$ cat src/rtl/chp_pkg.sv
`timescale 1ns / 1ps
`default_nettype none
// ----------------------------------------------------------------------------
// chp_pkg: coin hopper payout shared definitions
// Transaction payloads, configuration set, controller state and codes.
// ----------------------------------------------------------------------------
package chp_pkg;

    // Configuration register indexes
    localparam logic [2:0] CFG_PICKUP_TIMEOUT = 3'd0;
    localparam logic [2:0] CFG_EXIT_TIMEOUT   = 3'd1;
    localparam logic [2:0] CFG_RESET_PAUSE    = 3'd2;
    localparam logic [2:0] CFG_RETRY_LIMIT    = 3'd3;
    localparam logic [2:0] CFG_CLOSE_SETTLE   = 3'd4;
    localparam logic [2:0] CFG_OPEN_SETTLE    = 3'd5;

    localparam int CFG_INDEX_W = 3;
    localparam int CFG_DATA_W  = 16;

    // Reset values of the configuration registers
    localparam logic [15:0] PICKUP_TIMEOUT_RST = 16'd5000;
    localparam logic [15:0] EXIT_TIMEOUT_RST   = 16'd1000;
    localparam logic [15:0] RESET_PAUSE_RST    = 16'd2000;
    localparam logic [1:0]  RETRY_LIMIT_RST    = 2'd3;
    localparam logic [7:0]  CLOSE_SETTLE_RST   = 8'd20;
    localparam logic [7:0]  OPEN_SETTLE_RST    = 8'd5;

    typedef enum logic [1:0] {
        PH_IDLE   = 2'd0,
        PH_PICKUP = 2'd1,
        PH_PAUSE  = 2'd2,
        PH_EXIT   = 2'd3
    } phase_t;

    typedef struct packed {
        logic       mode;
        logic [7:0] coin_count;
        logic       switch_open;
    } in_t;

    typedef struct packed {
        logic        motor_on;
        logic        busy_res;
        logic        finished;
        logic        failed;
        logic [7:0]  coins_paid;
        logic [7:0]  coins_left;
        logic [15:0] total_out;
        logic        error_latched;
        logic        switch_closed;
    } out_t;

    typedef struct packed {
        logic [15:0] pickup_timeout_ticks;
        logic [15:0] exit_timeout_ticks;
        logic [15:0] reset_pause_ticks;
        logic [1:0]  retry_limit;
        logic [7:0]  close_settle_ticks;
        logic [7:0]  open_settle_ticks;
    } cfg_t;

    typedef struct packed {
        phase_t      phase;
        logic [7:0]  remaining;
        logic [7:0]  paid;
        logic [15:0] phase_timer;
        logic [1:0]  tries_left;
        logic        settled_closed;
        logic [7:0]  settle_timer;
        logic [15:0] coins_total;
        logic        error_mark;
        logic        motor;
    } state_t;

endpackage : chp_pkg
`default_nettype wire

$ cat src/rtl/chp_step.sv
`timescale 1ns / 1ps
`default_nettype none
// ----------------------------------------------------------------------------
// chp_step: one controller step
// Next state and result for one tick or start command.
// ----------------------------------------------------------------------------
module chp_step
    import chp_pkg::*;
(
    input  wire cfg_t   cfg,
    input  wire state_t cur,
    input  wire in_t    item,
    output state_t      nxt,
    output out_t        res
);

    state_t     s;
    logic       fin;
    logic       fail;
    logic       raw_closed;
    logic [7:0] delay;

    always_comb
    begin
        s          = cur;
        fin        = 1'b0;
        fail       = 1'b0;
        raw_closed = ~item.switch_open;
        delay      = 8'd0;

        if (item.mode) begin
            if (s.phase == PH_IDLE) begin
                s.paid      = 8'd0;
                s.remaining = item.coin_count;
                if (item.coin_count == 8'd0) begin
                    // empty payout ends at once
                    s.motor       = 1'b0;
                    s.phase_timer = 16'd0;
                    fin           = 1'b1;
                end else begin
                    s.tries_left  = cfg.retry_limit;
                    s.phase_timer = 16'd0;
                    s.motor       = 1'b1;
                    s.phase       = s.settled_closed ? PH_EXIT : PH_PICKUP;
                end
            end
        end else begin
            // switch settling, direction-dependent delay
            if (raw_closed == s.settled_closed) begin
                s.settle_timer = 8'd0;
            end else begin
                delay = s.settled_closed ? cfg.open_settle_ticks : cfg.close_settle_ticks;
                if (s.settle_timer >= delay) begin
                    s.settled_closed = raw_closed;
                    s.settle_timer   = 8'd0;
                end else begin
                    s.settle_timer = s.settle_timer + 8'd1;
                end
            end

            case (s.phase)
                PH_PICKUP:
                begin
                    if (s.settled_closed) begin
                        s.phase       = PH_EXIT;
                        s.phase_timer = 16'd0;
                    end else begin
                        if (s.phase_timer != 16'hFFFF)
                            s.phase_timer = s.phase_timer + 16'd1;
                        if (s.phase_timer >= cfg.pickup_timeout_ticks) begin
                            if (s.tries_left <= 2'd1) begin
                                s.tries_left = 2'd0;
                                fin          = 1'b1;
                                fail         = 1'b1;
                            end else begin
                                s.tries_left  = s.tries_left - 2'd1;
                                s.motor       = 1'b0;
                                s.phase       = PH_PAUSE;
                                s.phase_timer = 16'd0;
                            end
                        end
                    end
                end
                PH_PAUSE:
                begin
                    if (s.phase_timer != 16'hFFFF)
                        s.phase_timer = s.phase_timer + 16'd1;
                    if (s.phase_timer >= cfg.reset_pause_ticks) begin
                        s.phase       = PH_PICKUP;
                        s.phase_timer = 16'd0;
                        s.motor       = 1'b1;
                    end
                end
                PH_EXIT:
                begin
                    if (!s.settled_closed) begin
                        s.paid      = s.paid + 8'd1;
                        s.remaining = s.remaining - 8'd1;
                        if (s.remaining == 8'd0) begin
                            fin = 1'b1;
                        end else begin
                            s.tries_left  = cfg.retry_limit;
                            s.phase_timer = 16'd0;
                            s.motor       = 1'b1;
                            s.phase       = PH_PICKUP;
                        end
                    end else begin
                        if (s.phase_timer != 16'hFFFF)
                            s.phase_timer = s.phase_timer + 16'd1;
                        if (s.phase_timer >= cfg.exit_timeout_ticks) begin
                            fin  = 1'b1;
                            fail = 1'b1;
                        end
                    end
                end
                default:
                begin
                    s.phase = PH_IDLE;
                end
            endcase
        end

        // end of payout: stop motor, book coins, latch error on failure
        if (fin) begin
            s.motor       = 1'b0;
            s.phase       = PH_IDLE;
            s.phase_timer = 16'd0;
            s.coins_total = s.coins_total + {8'd0, s.paid};
            if (fail)
                s.error_mark = 1'b1;
        end

        nxt               = s;
        res.motor_on      = s.motor;
        res.busy_res      = (s.phase != PH_IDLE);
        res.finished      = fin;
        res.failed        = fail;
        res.coins_paid    = s.paid;
        res.coins_left    = s.remaining;
        res.total_out     = s.coins_total;
        res.error_latched = s.error_mark;
        res.switch_closed = s.settled_closed;
    end

endmodule : chp_step
`default_nettype wire

$ cat src/rtl/coin_hopper_payout_controller_top.sv
`timescale 1ns / 1ps
`default_nettype none
// ----------------------------------------------------------------------------
// coin_hopper_payout_controller_top: coin hopper payout controller
// Tick-driven hopper motor control with switch settling, retries and totals.
// ----------------------------------------------------------------------------
// Each input transaction is either one time tick (mode 0, with the raw exit
// switch level) or a start-payout command (mode 1, with a coin count), and
// each produces exactly one result transaction. The controller state is
// updated in the cycle the input is accepted, and the result is loaded
// into the output register at the same edge. Throughput is one transaction
// per clock: the whole step is a single pass of counter and compare logic,
// and input is accepted whenever the output register is empty or is being
// drained in the same cycle. Configuration writes take effect at once and
// are meant to be done while no payout is running.
// ----------------------------------------------------------------------------
module coin_hopper_payout_controller_top
    import chp_pkg::*;
(
    input  wire                    clk,
    input  wire                    rst_n,
    // input transactions
    input  wire                    in_valid,
    output logic                   in_ready,
    input  wire in_t               in_data,
    // result transactions
    output logic                   out_valid,
    input  wire                    out_ready,
    output out_t                   out_data,
    // configuration writes
    input  wire                    cfg_we,
    input  wire [CFG_INDEX_W-1:0]  cfg_index,
    input  wire [CFG_DATA_W-1:0]   cfg_data
);

    cfg_t   cfg_reg;
    state_t state_reg;
    state_t state_next;
    out_t   res_next;
    out_t   out_reg;
    logic   out_valid_reg;
    logic   accept;

    // Room for a new transaction when the result slot is free or draining.
    assign in_ready  = !out_valid_reg || out_ready;
    assign accept    = in_valid && in_ready;
    assign out_valid = out_valid_reg;
    assign out_data  = out_reg;

    // Configuration registers
    always_ff @(posedge clk or negedge rst_n)
    begin
        if (!rst_n) begin
            cfg_reg.pickup_timeout_ticks <= PICKUP_TIMEOUT_RST;
            cfg_reg.exit_timeout_ticks   <= EXIT_TIMEOUT_RST;
            cfg_reg.reset_pause_ticks    <= RESET_PAUSE_RST;
            cfg_reg.retry_limit          <= RETRY_LIMIT_RST;
            cfg_reg.close_settle_ticks   <= CLOSE_SETTLE_RST;
            cfg_reg.open_settle_ticks    <= OPEN_SETTLE_RST;
        end else if (cfg_we) begin
            case (cfg_index)
                CFG_PICKUP_TIMEOUT: cfg_reg.pickup_timeout_ticks <= cfg_data;
                CFG_EXIT_TIMEOUT:   cfg_reg.exit_timeout_ticks   <= cfg_data;
                CFG_RESET_PAUSE:    cfg_reg.reset_pause_ticks    <= cfg_data;
                CFG_RETRY_LIMIT:    cfg_reg.retry_limit          <= cfg_data[1:0];
                CFG_CLOSE_SETTLE:   cfg_reg.close_settle_ticks   <= cfg_data[7:0];
                CFG_OPEN_SETTLE:    cfg_reg.open_settle_ticks    <= cfg_data[7:0];
                default: ;  // unmapped index, write dropped
            endcase
        end
    end

    // Step logic: settle, phase machine, payout bookkeeping
    chp_step u_step (
        .cfg  (cfg_reg),
        .cur  (state_reg),
        .item (in_data),
        .nxt  (state_next),
        .res  (res_next)
    );

    // Controller state advances only on an accepted transaction.
    always_ff @(posedge clk or negedge rst_n)
    begin
        if (!rst_n) begin
            state_reg <= '{
                phase:          PH_IDLE,
                remaining:      8'd0,
                paid:           8'd0,
                phase_timer:    16'd0,
                tries_left:     2'd0,
                settled_closed: 1'b0,
                settle_timer:   8'd0,
                coins_total:    16'd0,
                error_mark:     1'b0,
                motor:          1'b0
            };
        end else if (accept) begin
            state_reg <= state_next;
        end
    end

    // Result slot: valid flag under reset, payload loaded on accept.
    always_ff @(posedge clk or negedge rst_n)
    begin
        if (!rst_n) begin
            out_valid_reg <= 1'b0;
        end else if (accept) begin
            out_valid_reg <= 1'b1;
        end else if (out_ready) begin
            out_valid_reg <= 1'b0;
        end
    end

    always_ff @(posedge clk)
    begin
        if (accept) begin
            out_reg <= res_next;
        end
    end

endmodule : coin_hopper_payout_controller_top
`default_nettype wire

$ cat config.mk
export PLATFORM = sky130hd
export DESIGN_NAME = coin_hopper_payout_controller_top
export DESIGN_NICKNAME = d
export VERILOG_FILES = /design/src/rtl/chp_pkg.sv /design/src/rtl/chp_step.sv /design/src/rtl/coin_hopper_payout_controller_top.sv
export SDC_FILE = /design/constraint.sdc
export NUM_CORES = 1
export LEC_CHECK = 0
export BUFFER_PORTS_ARGS = -buffer_cell sky130_fd_sc_hd__buf_2
export CORE_MARGIN = 4
export CORE_UTILIZATION = 50
export DETAILED_ROUTE_END_ITERATION = 12
export PLACE_DENSITY = 0.66
export SYNTH_ARGS = -nofsm -noshare
export SYNTH_HDL_FRONTEND = slang
export SYNTH_HIERARCHICAL = 1
export SYNTH_SLANG_ARGS = --single-unit
$ cat constraint.sdc
create_clock -name clk -period 8.2 [get_ports clk]
set_clock_uncertainty 0.05 [all_clocks]
set_input_delay 2.46 -clock clk [delete_from_list [all_inputs] [get_ports clk]]
set_output_delay 2.46 -clock clk [all_outputs]
set_load 0.005 [all_outputs]
# After elaboration in Yosys (flattened, before gate mapping)
# Index checks and enable logic that the tools add are counted.
[op_classes] n_addsub=6 n_lt_le_gt_ge=5 eq_ne=18 mux=69 n_bitwise=2 n_reduce_logical=20
[op_table] cell="$mux W16" n=15
[op_table] cell="$mux W18" n=4
[op_table] cell="$mux W36" n=2
[op_table] cell="$ge A16 B16 Y1" n=3
[op_table] cell="$pmux W16 S3" n=1
[op_table] cell="$mux W1" n=26
[op_table] cell="$mux W2" n=12
[op_table] cell="$mux W8" n=3
[op_table] cell="$add A16 B1 Y16 const B" n=1
[op_table] cell="$add A16 B8 Y16" n=1
[op_table] cell="$add A8 B1 Y8 const B" n=2
[op_table] cell="$logic_not A8 Y1" n=2
[op_table] cell="$ne A16 B16 Y1 const B" n=1
[op_table] cell="$reduce_and A2 Y1" n=7
[op_table] cell="$mux W9" n=1
[op_table] cell="$ne A3 B3 Y1 const B" n=3
[op_table] cell="$ge A8 B8 Y1" n=1
[op_table] cell="$reduce_and A8 Y1" n=1
[op_table] cell="$sub A8 B1 Y8 const B" n=1
[op_table] cell="$eq A3 B2 Y1 const B" n=2
[op_table] cell="$eq A3 B3 Y1 const B" n=2
[op_table] cell="$pmux W2 S3" n=1
[op_table] cell="$ne A5 B4 Y1 const B" n=1
[op_table] cell="$reduce_bool A5 Y1" n=1
[op_table] cell="22 further kinds" n=26
[word_totals] reg_bits=168 in_bits=34 output_inout_bits=40 elab_cells=146

# Logic depth before layout (Yosys ltp)
# Gate-level depths: netlist (run 1).
[logic_depth] depth_word=15 depth_mapped=22 depth_no_buf=20

# Cells and area by module
# The synthesis (run 1) kept the hierarchy.
[modules_own_cells] mod="coin_hopper_payout_controller_top" n_inst=1 cells_per_inst=320 area_per_inst_um2=6073.3 seq_area_each_um2=4423.0
[modules_own_cells] mod="chp_step" n_inst=1 cells_per_inst=593 area_per_inst_um2=3951.3 seq_area_each_um2=0.0

# Worst setup path before layout (run 1)
# OpenSTA, ideal clock, no wires.
[synth_timing] path_kind="input to register" start="in in_data[9] in the netlist's numbering" end="reg out_reg, in the netlist out_data[9], data pin" setup_time_ns=0.251 arrival_time_ns=5.118 required_time_ns=7.899 setup_slack_ns=2.781 stages=15 n_path_buf=4 cell_sequence="clkbuf_1 clkbuf_1 clkbuf_1 nand2_1 o22ai_1 ha_1 a21o_1 a21oi_1 nor2_1 o31a_1 o21ai_0 nand2b_1 xnor2_1 a21oi_1 buf_4"
[synth_lines] item="from (decl)" line="coin_hopper_payout_controller_top.sv:25" text="input wire in_t in_data,"
[synth_lines] item="to (signal assigned)" line="coin_hopper_payout_controller_top.sv:118" text="out_reg <= res_next;"
[synth_lines] item="to (decl)" line="coin_hopper_payout_controller_top.sv:40" text="out_t out_reg;"

==> impl_metrics.toml, run 1 <==
[run_status]
status = "completed"

[critical_path]
cp_max_fo = 13
ff2ff_path_depth = 20
endpoint = "state_reg[16]"
cp_cell_sequence = "mux2_2, ha_1, nand2b_1, a2111oi_0, o311ai_1, mux2i_1, nand2_1, nand3_1, o21ai_0, ha_1, fa_1, a21oi_1, nor2_1, nor2_1, o21bai_1, a21oi_1, o21ai_0, nand4_1, xnor2_1, mux2_2"
worst_path_max_delay_cell = "mux2i_1"
crit_family = "compound AO/OA/AOI/OAI gates"
timing.rr.start = "state_reg[26]"
cp.required_ps = 8470
start_kind = "flop"
crit_start = "state_reg[26]"
cp-end-kind = "flop"
arrival_ps = 6160
timing.rr.end = "state_reg[16]"
cp_num_buf_inv = 0
cpPeakStageDelay_ps = 810
ff2ff_setup_slack_ps = 2300
critPathKind = "flop to flop"
path_depth = 20

[sta]
rsz0062_at_grt = "no"
fmax_mhz = 170
timing.final.max_slew_violations = 0
finalSetupViolCount = 0
period_minus_slack_ps = 5900
final.period_utilization = 0.719
tns_ps = 0
finalHoldViolCount = 0
worst_pin_slew_ps = 1110
slew_headroom = 0.254

[cells_and_area]
drive_above_1_share = 0.301
final_common_cell = "mux2_2"
fillers = 1701
final_nets = 1046
multi_input_area_sq_um = 4910
seqCellArea_sq_um = 4420
largest_reg_flops = 66
final_cell_mix = "136 x mux2_2, 107 x dfrtp_1, 72 x buf_2, 69 x ha_1, 65 x nor2_1"
final_area_sq_um = 10900
n_antenna_cell = 0
syn_to_final_growth_pct = 8.67

[drt]
antenna_left = 0
firstDrtPassIters = 7
wl_per_cell_um = 16.3
drc_errors = 0
via_per_inst = 5.51
vias = 6719
drt_iter0_markers = 415
drt_wl_total_um = 19900

[synth]
syn_area_sq_um = 10000
syn_inst = 913
synth_edf_count = 38
syn_nets = 1017
synth_warnings = 6
synth_cell_types = 66
ys_seq_area_frac = 0.441
synth-main-ff-cell = "dfrtp_1"
synth_seq_cells = 168
syn_area_per_cell_sq_um = 11.0
async_flop_share = 0.774

[placed_design]
numPortBuffers = 73
routabilityCongestion = 0.824
placed_cell_area_sq_um = 10300
hpwl_um = 14000

[clock_network]
hold_buffers = 0
cts_tree = "yes"
postCtsSetupBuffers = 0
cts_resized = 0
htree_levels = 4
cts.sinks = 168
clockBufferDepth = 2
cts_buffers = 17
path_clk_slew_ps = 70
clock-root-buffer = "clkbuf_16"
worstSkewPairLatency_ps = 430

[min_path]
min_path_type = "flop to flop"

[global_routing]
grt_max_degree = 77
grt-ovfl-total = 0
grt_pass1_wl_um = 33600
grt_use_total = 0.186
antenna_found_initial = 0
grt_pass1_vias = 6718

[floorplan]
core.rowCount = 51
ios = 74
die_area_sq_um = 22400
die_h_um = 150
initial_core_util = 0.512
die_w_um = 150
coreArea_sq_um = 19600

[power]
leakage_nw = 4.93
ir_drop_mv = 0.159
powerDensity_nw_per_um2 = 250

[job]
maxCapViolations = 0
layout make-up:
class,count,area share
clock buffers,17,0.0390
clock inverters,15,0.0152
inverters,63,0.0217
multi-input cells,614,0.450
flip-flops and latches,168,0.406
well taps,265,0.0304
repair buffers,78,0.0372
cell usage after synthesis, drive strengths merged (3+ instances only):
library cell    n  area, sq um
nand2          48          180
ha             69          863
nand4          18          113
clkbuf         13         48.8
xnor2          27          236
o311ai          4         35.0
nand2b          9         56.3
a211oi          6         45.0
a21o            5         37.5
mux2i          15          150
a21oi          39          195
inv            63          236
mux2          137         1550
a31oi           9         56.3
nor3            9         50.1
xor2            5         43.8
nor2           66          250
a22oi          14          105
edfxtp         38         1140
nor2b           5         31.3
o21a            3         22.5
nor4            4         25.0
nand4b          3         26.3
buf            55          412
dfrtp         107         2680
nand3          28          145
a32o            3         30.0
o21ai          36          195
or3             4         30.0
o211ai          3         22.5
and3           11         68.8
dfstp          23          604
or2             4         25.0
cells by family (layout without fill, tap and decap cells):
family          after synthesis  after routing  synth area share
simple gates                218            218             0.110
flops                       168            168             0.441
buf+inv                     131            173            0.0695
compound gates              142            142            0.0940
xor+xnor                     32             32            0.0280
fa+ha+maj                    70             70            0.0881
mux                         152            152             0.169
report_power, final:
part,internal [mW],switching [mW]
logic,0.353,0.386
clock network,0.433,0.365
registers,1.04,0.146
layer usage:
layer	vias to the layer above	track usage	part of all wire
li1	3322	-	-
met1	3259	0.256	0.49
met5	-	0	0
met3	10	0.0363	0.039
met4	0	0.0444	0.0072
met2	128	0.304	0.47
through the flow:
step                      power [mW]  hold slack [ps]  setup slack, ps  cells   util
final                           2.73              456             2300   1220  0.556
after global placement          1.91              432             2150   1188  0.526
after floorplan                 1.80              421             2780    913      -
after detailed placement        1.94              443             1960   1188  0.526
after CTS                       2.75              461             2310   1220  0.556
after global routing            2.91              469             1840   1220  0.556
worst min path at each step:
stage | slack [ps] | to | cells past startpoint | start
floorplan | 420 | state_reg[1] | 1 | state_reg[1]
global placement | 430 | state_reg[1] | 1 | state_reg[1]
finish | 460 | state_reg[1] | 1 | state_reg[1]
global route | 470 | cfg_reg[5] | 1 | cfg_reg[5]
detailed placement | 440 | cfg_reg[7] | 1 | cfg_reg[7]
CTS | 460 | cfg_reg[51] | 1 | cfg_reg[51]
Note: power is estimated with default switching activity, not from simulation.
==> run 2, diff against run 1 <==
==> constraint.sdc (replaced) <==
create_clock -name clk -period 6.1 [get_ports clk]
set_clock_uncertainty 0.05 [all_clocks]
set_input_delay 1.83 -clock clk [delete_from_list [all_inputs] [get_ports clk]]
set_output_delay 1.83 -clock clk [all_outputs]
set_load 0.005 [all_outputs]
==> impl_metrics.toml, run 2 (same netlist as run 1, synthesis figures left out) <==
[floorplan]
die_w_um = 150
coreArea_sq_um = 19600
core.rowCount = 51
ios = 74
die_h_um = 150
die_area_sq_um = 22400
initial_core_util = 0.512

[sta]
worst_pin_slew_ps = 786
period_minus_slack_ps = 5440
tns_ps = 0
finalHoldViolCount = 0
rsz0062_at_grt = "no"
final.period_utilization = 0.891
finalSetupViolCount = 0
fmax_mhz = 184
timing.final.max_slew_violations = 0
slew_headroom = 0.474

[cells_and_area]
fillers = 1711
n_antenna_cell = 0
final_nets = 1050
final_cell_mix = "136 x mux2_2, 107 x dfrtp_1, 72 x buf_2, 69 x ha_1, 65 x nor2_1"
syn_to_final_growth_pct = 8.92
final_common_cell = "mux2_2"
drive_above_1_share = 0.303
largest_reg_flops = 66

[global_routing]
antenna_found_initial = 0
grt_pass1_vias = 6898
grt_max_degree = 58
grt-ovfl-total = 0
grt_pass1_wl_um = 34800
grt_use_total = 0.192

[critical_path]
cp-end-kind = "flop"
cp_max_fo = 13
arrival_ps = 5690
start_kind = "flop"
critPathKind = "flop to flop"
cp.required_ps = 6360

[drt]
wirelength_met1_um = 9840
drc_errors = 0
top_layer_used = "met4"
drt_wl_total_um = 20500
drt_iter0_markers = 374
antenna_left = 0
wl_met2_um = 9740
firstDrtPassIters = 7
wl_per_cell_um = 16.7
via_per_inst = 5.58
wl_met3_um = 712
vias = 6828

[placed_design]
routabilityCongestion = 0.826
numPortBuffers = 73
hpwl_um = 14600

[clock_network]
path_clk_slew_ps = 70
clockBufferDepth = 2
htree_levels = 4
worstSkewPairLatency_ps = 430
clock-root-buffer = "clkbuf_16"
postCtsSetupBuffers = 0
cts_tree = "yes"
cts_resized = 0
cts.sinks = 168
cts_buffers = 17
hold_buffers = 0

[power]
ir_drop_mv = 0.230
powerDensity_nw_per_um2 = 336
power_mw = 3.67
leakage_nw = 4.94

[run_status]
status = "completed"

[min_path]
min_path_type = "flop to flop"

[job]
maxCapViolations = 0
run 2: cell count changes in the layout (fill, tap and decap cells not counted), sizes merged:
cell,change
buf,+4
clkinv,-2
clkbuf,+1
inv,+1
run 2: power by group:
part | internal, mW | total [mW] | switching [mW] | leakage, nW
combinational | 0.479 | 1.00 | 0.520 | 2.70
clock | 0.582 | 1.07 | 0.492 | 0.281
sequential | 1.40 | 1.60 | 0.194 | 1.97
total | 2.47 | 3.67 | 1.21 | 4.94
run 2: area by class of cell:
class	instances	area, sq um	share of cell area
inverters	63	236	0.0217
flip-flops and latches	168	4420	0.405
clock buffers	18	429	0.0393
multi-input cells	614	4910	0.449
clock inverters	14	156	0.0143
well taps	265	332	0.0304
repair buffers	82	435	0.0399
run 2: layer usage:
layer	GRT usage	vias to the layer above
met5	0	-
met4	0.0407	0
met3	0.0348	14
met2	0.316	120
met1	0.268	3364
li1	-	3330
run 2: path summary, 6_finish.rpt:
kind                               start       endpoint  slack (ps)  depth (start not counted)
max in group asynchronous          rst_n    cfg_reg[27]        3540                          2
max                        state_reg[26]  state_reg[16]         660                         20
max reg2reg                state_reg[26]  state_reg[16]         660                         20
min                           cfg_reg[8]     cfg_reg[8]         450                          1
min in group asynchronous          rst_n    cfg_reg[52]        1430                          1
min reg2reg                   cfg_reg[8]     cfg_reg[8]         450                          1
run 2: metrics by stage:
step | setup WS (ps) | hold WS, ps | instances | cell area [sq um] | utilization
5_1_grt | 149 | 474 | 1224 | 10900 | 0.557
4_1_cts | 709 | 459 | 1224 | 10900 | 0.557
3_5_place_dp | 729 | 444 | 1192 | 10300 | 0.527
3_3_place_gp | 792 | 430 | 1192 | 10300 | 0.527
2_1_floorplan | 1240 | 421 | 913 | 10000 | -
6_report | 664 | 455 | 1224 | 10900 | 0.557
run 2: worst max-delay path, cell delays in order, from the launching register on:
cell	delay [ps]
dfrtp_1	680
mux2_2	410
ha_1	260
nand2b_1	140
a2111oi_0	400
o311ai_1	240
mux2_2	400
nor3_1	410
nand2_1	140
nand3_1	100
o21ai_0	160
ha_1	370
a21oi_1	80
nor2_1	100
nor2_1	70
o21bai_1	120
a21oi_1	110
o21ai_0	470
nand4_1	180
xnor2_1	170
mux2_2	260
==> run 3, diff against run 2 <==
--- a/config.mk
+++ b/config.mk
@@ -7,9 +7,9 @@
 export LEC_CHECK = 0
 export BUFFER_PORTS_ARGS = -buffer_cell sky130_fd_sc_hd__buf_2
 export CORE_MARGIN = 4
-export CORE_UTILIZATION = 50
+export CORE_UTILIZATION = 61
 export DETAILED_ROUTE_END_ITERATION = 12
-export PLACE_DENSITY = 0.66
+export PLACE_DENSITY = 0.79
 export SYNTH_ARGS = -nofsm -noshare
 export SYNTH_HDL_FRONTEND = slang
 export SYNTH_HIERARCHICAL = 1
==> impl_metrics.toml, run 3 (same netlist as run 1, synthesis figures left out) <==
[critical_path]
arrival_ps = 5770
cp_cell_sequence = "mux2_2, ha_1, nand2b_1, a2111oi_0, o311ai_1, mux2_2, nor3_1, nand2_1, nand3_1, o21ai_0, ha_1, a21oi_1, nor2_1, nor2_1, o21bai_1, a21oi_1, o21ai_0, nand4_1, xnor2_1, mux2_2"
cpMostUsedCell = "mux2_2"
crit_start = "state_reg[26]"
ff2ff_setup_slack_ps = 590
cp-end-kind = "flop"
worst_path_max_delay_cell = "dfrtp_1"
start_kind = "flop"
critPathKind = "flop to flop"
crit_family = "compound AO/OA/AOI/OAI gates"
cp_max_fo = 13
cp_num_buf_inv = 0
cp.required_ps = 6360
cpPeakStageDelay_ps = 680
timing.rr.start = "state_reg[26]"

[clock_network]
cts_tree = "yes"
hold_buffers = 0
clockBufferDepth = 2
clock-root-buffer = "clkbuf_16"
cts.sinks = 168
path_clk_slew_ps = 70
cts_resized = 0
cts_buffers = 17
htree_levels = 4
worstSkewPairLatency_ps = 430
postCtsSetupBuffers = 0

[drt]
via_per_inst = 5.95
wl_per_cell_um = 17.2
antenna_left = 0
vias = 6989
drt_wl_total_um = 20200
drt_iter0_markers = 482
drc_errors = 0
firstDrtPassIters = 5

[placed_design]
placed_cell_area_sq_um = 10300
routabilityCongestion = 0.835
hpwl_um = 13900
dp.cells = 1143
numPortBuffers = 73
post-place-ws_ps = 660

[floorplan]
die_w_um = 136
ios = 74
coreArea_sq_um = 16000
core.rowCount = 46
die_area_sq_um = 18500
initial_core_util = 0.627
die_h_um = 136

[sta]
setup_ws_ps = 593
hold_slack_ps = 456
worst_pin_slew_ps = 1120
timing.final.max_slew_violations = 0
fmax_mhz = 182
final.period_utilization = 0.903
rsz0062_at_grt = "no"
period_minus_slack_ps = 5510
tns_ps = 0
slew_headroom = 0.253
finalSetupViolCount = 0
finalHoldViolCount = 0

[power]
leakage_nw = 4.94
powerDensity_nw_per_um2 = 341
switching_share = 0.325
power_mw = 3.70
internal_power_mw = 2.50
clkPwrFrac = 0.292
switchingPower_mw = 1.20
combPwrFrac = 0.274
sequentialPowerShare = 0.433
ir_drop_mv = 0.237

[cells_and_area]
final_area_sq_um = 10900
final_nets = 1050
drive_above_1_share = 0.302
syn_to_final_growth_pct = 8.35
final-instance-count-excl-fill = 1175
final_common_cell = "mux2_2"
final_cell_mix = "136 x mux2_2, 107 x dfrtp_1, 72 x buf_2, 69 x ha_1, 65 x nor2_1"
fillers = 1233
largest_reg_flops = 66
final_util = 0.679
n_antenna_cell = 0

[global_routing]
grt_max_degree = 53
grt_pass1_vias = 6990
grt_pass1_wl_um = 34400
antenna_found_initial = 0
grt-ovfl-total = 0
grt_use_total = 0.231

[min_path]
min_from = "cfg_reg[9]"
min_path_type = "flop to flop"

[job]
maxCapViolations = 0

[run_status]
status = "completed"
run 3: cell types whose count changed in the layout (fill, tap and decap cells not counted):
cell,before,now
inv_6,5,6
clkinv_1,0,2
clkinv_8,1,0
bufinv_16,1,2
clkbuf_1,1,0
inv_8,3,1
run 3: routing by layer:
layer  track usage  vias up  part of all wire
met1         0.310     3435              0.45
met5             0        -                 0
li1              -     3325                 -
met3        0.0385       24             0.047
met4        0.0705        0             0.017
met2         0.388      205              0.49
run 3: worst register-to-register path, stage by stage (launching register included):
cell	delay (ps)
dfrtp_1	680
mux2_2	410
ha_1	260
nand2b_1	130
a2111oi_0	440
o311ai_1	230
mux2_2	400
nor3_1	390
nand2_1	130
nand3_1	100
o21ai_0	170
ha_1	370
a21oi_1	80
nor2_1	90
nor2_1	70
o21bai_1	140
a21oi_1	110
o21ai_0	480
nand4_1	180
xnor2_1	200
mux2_2	270
run 3: layout make-up:
cell class / count / area [sq um] / share of cell area
clock buffer: 17 / 425 / 0.0392
clock inverter: 15 / 164 / 0.0151
inverter: 63 / 236 / 0.0218
multi-input combinational: 614 / 4910 / 0.452
sequential: 168 / 4420 / 0.407
tap: 216 / 270 / 0.0249
timing repair buffer: 82 / 435 / 0.0401
run 3: path summary, 6_finish.rpt:
check / to / cells after the start
setup / recovery: state_reg[12] / 20
min in group asynchronous: cfg_reg[52] / 1
hold reg to reg: cfg_reg[9] / 1
max in group asynchronous: state_reg[9] / 2
setup reg to reg: state_reg[12] / 20
hold / removal: cfg_reg[9] / 1
run 3: power by group through the flow:
stage | clock, mW | sequential [mW] | combinational, mW
2_1_floorplan | 0 | 1.55 | 0.866
3_3_place_gp | 0 | 1.61 | 0.955
3_5_place_dp | 0 | 1.62 | 0.992
4_1_cts | 1.10 | 1.60 | 1.01
5_1_grt | 1.16 | 1.64 | 1.13
6_report | 1.08 | 1.60 | 1.02
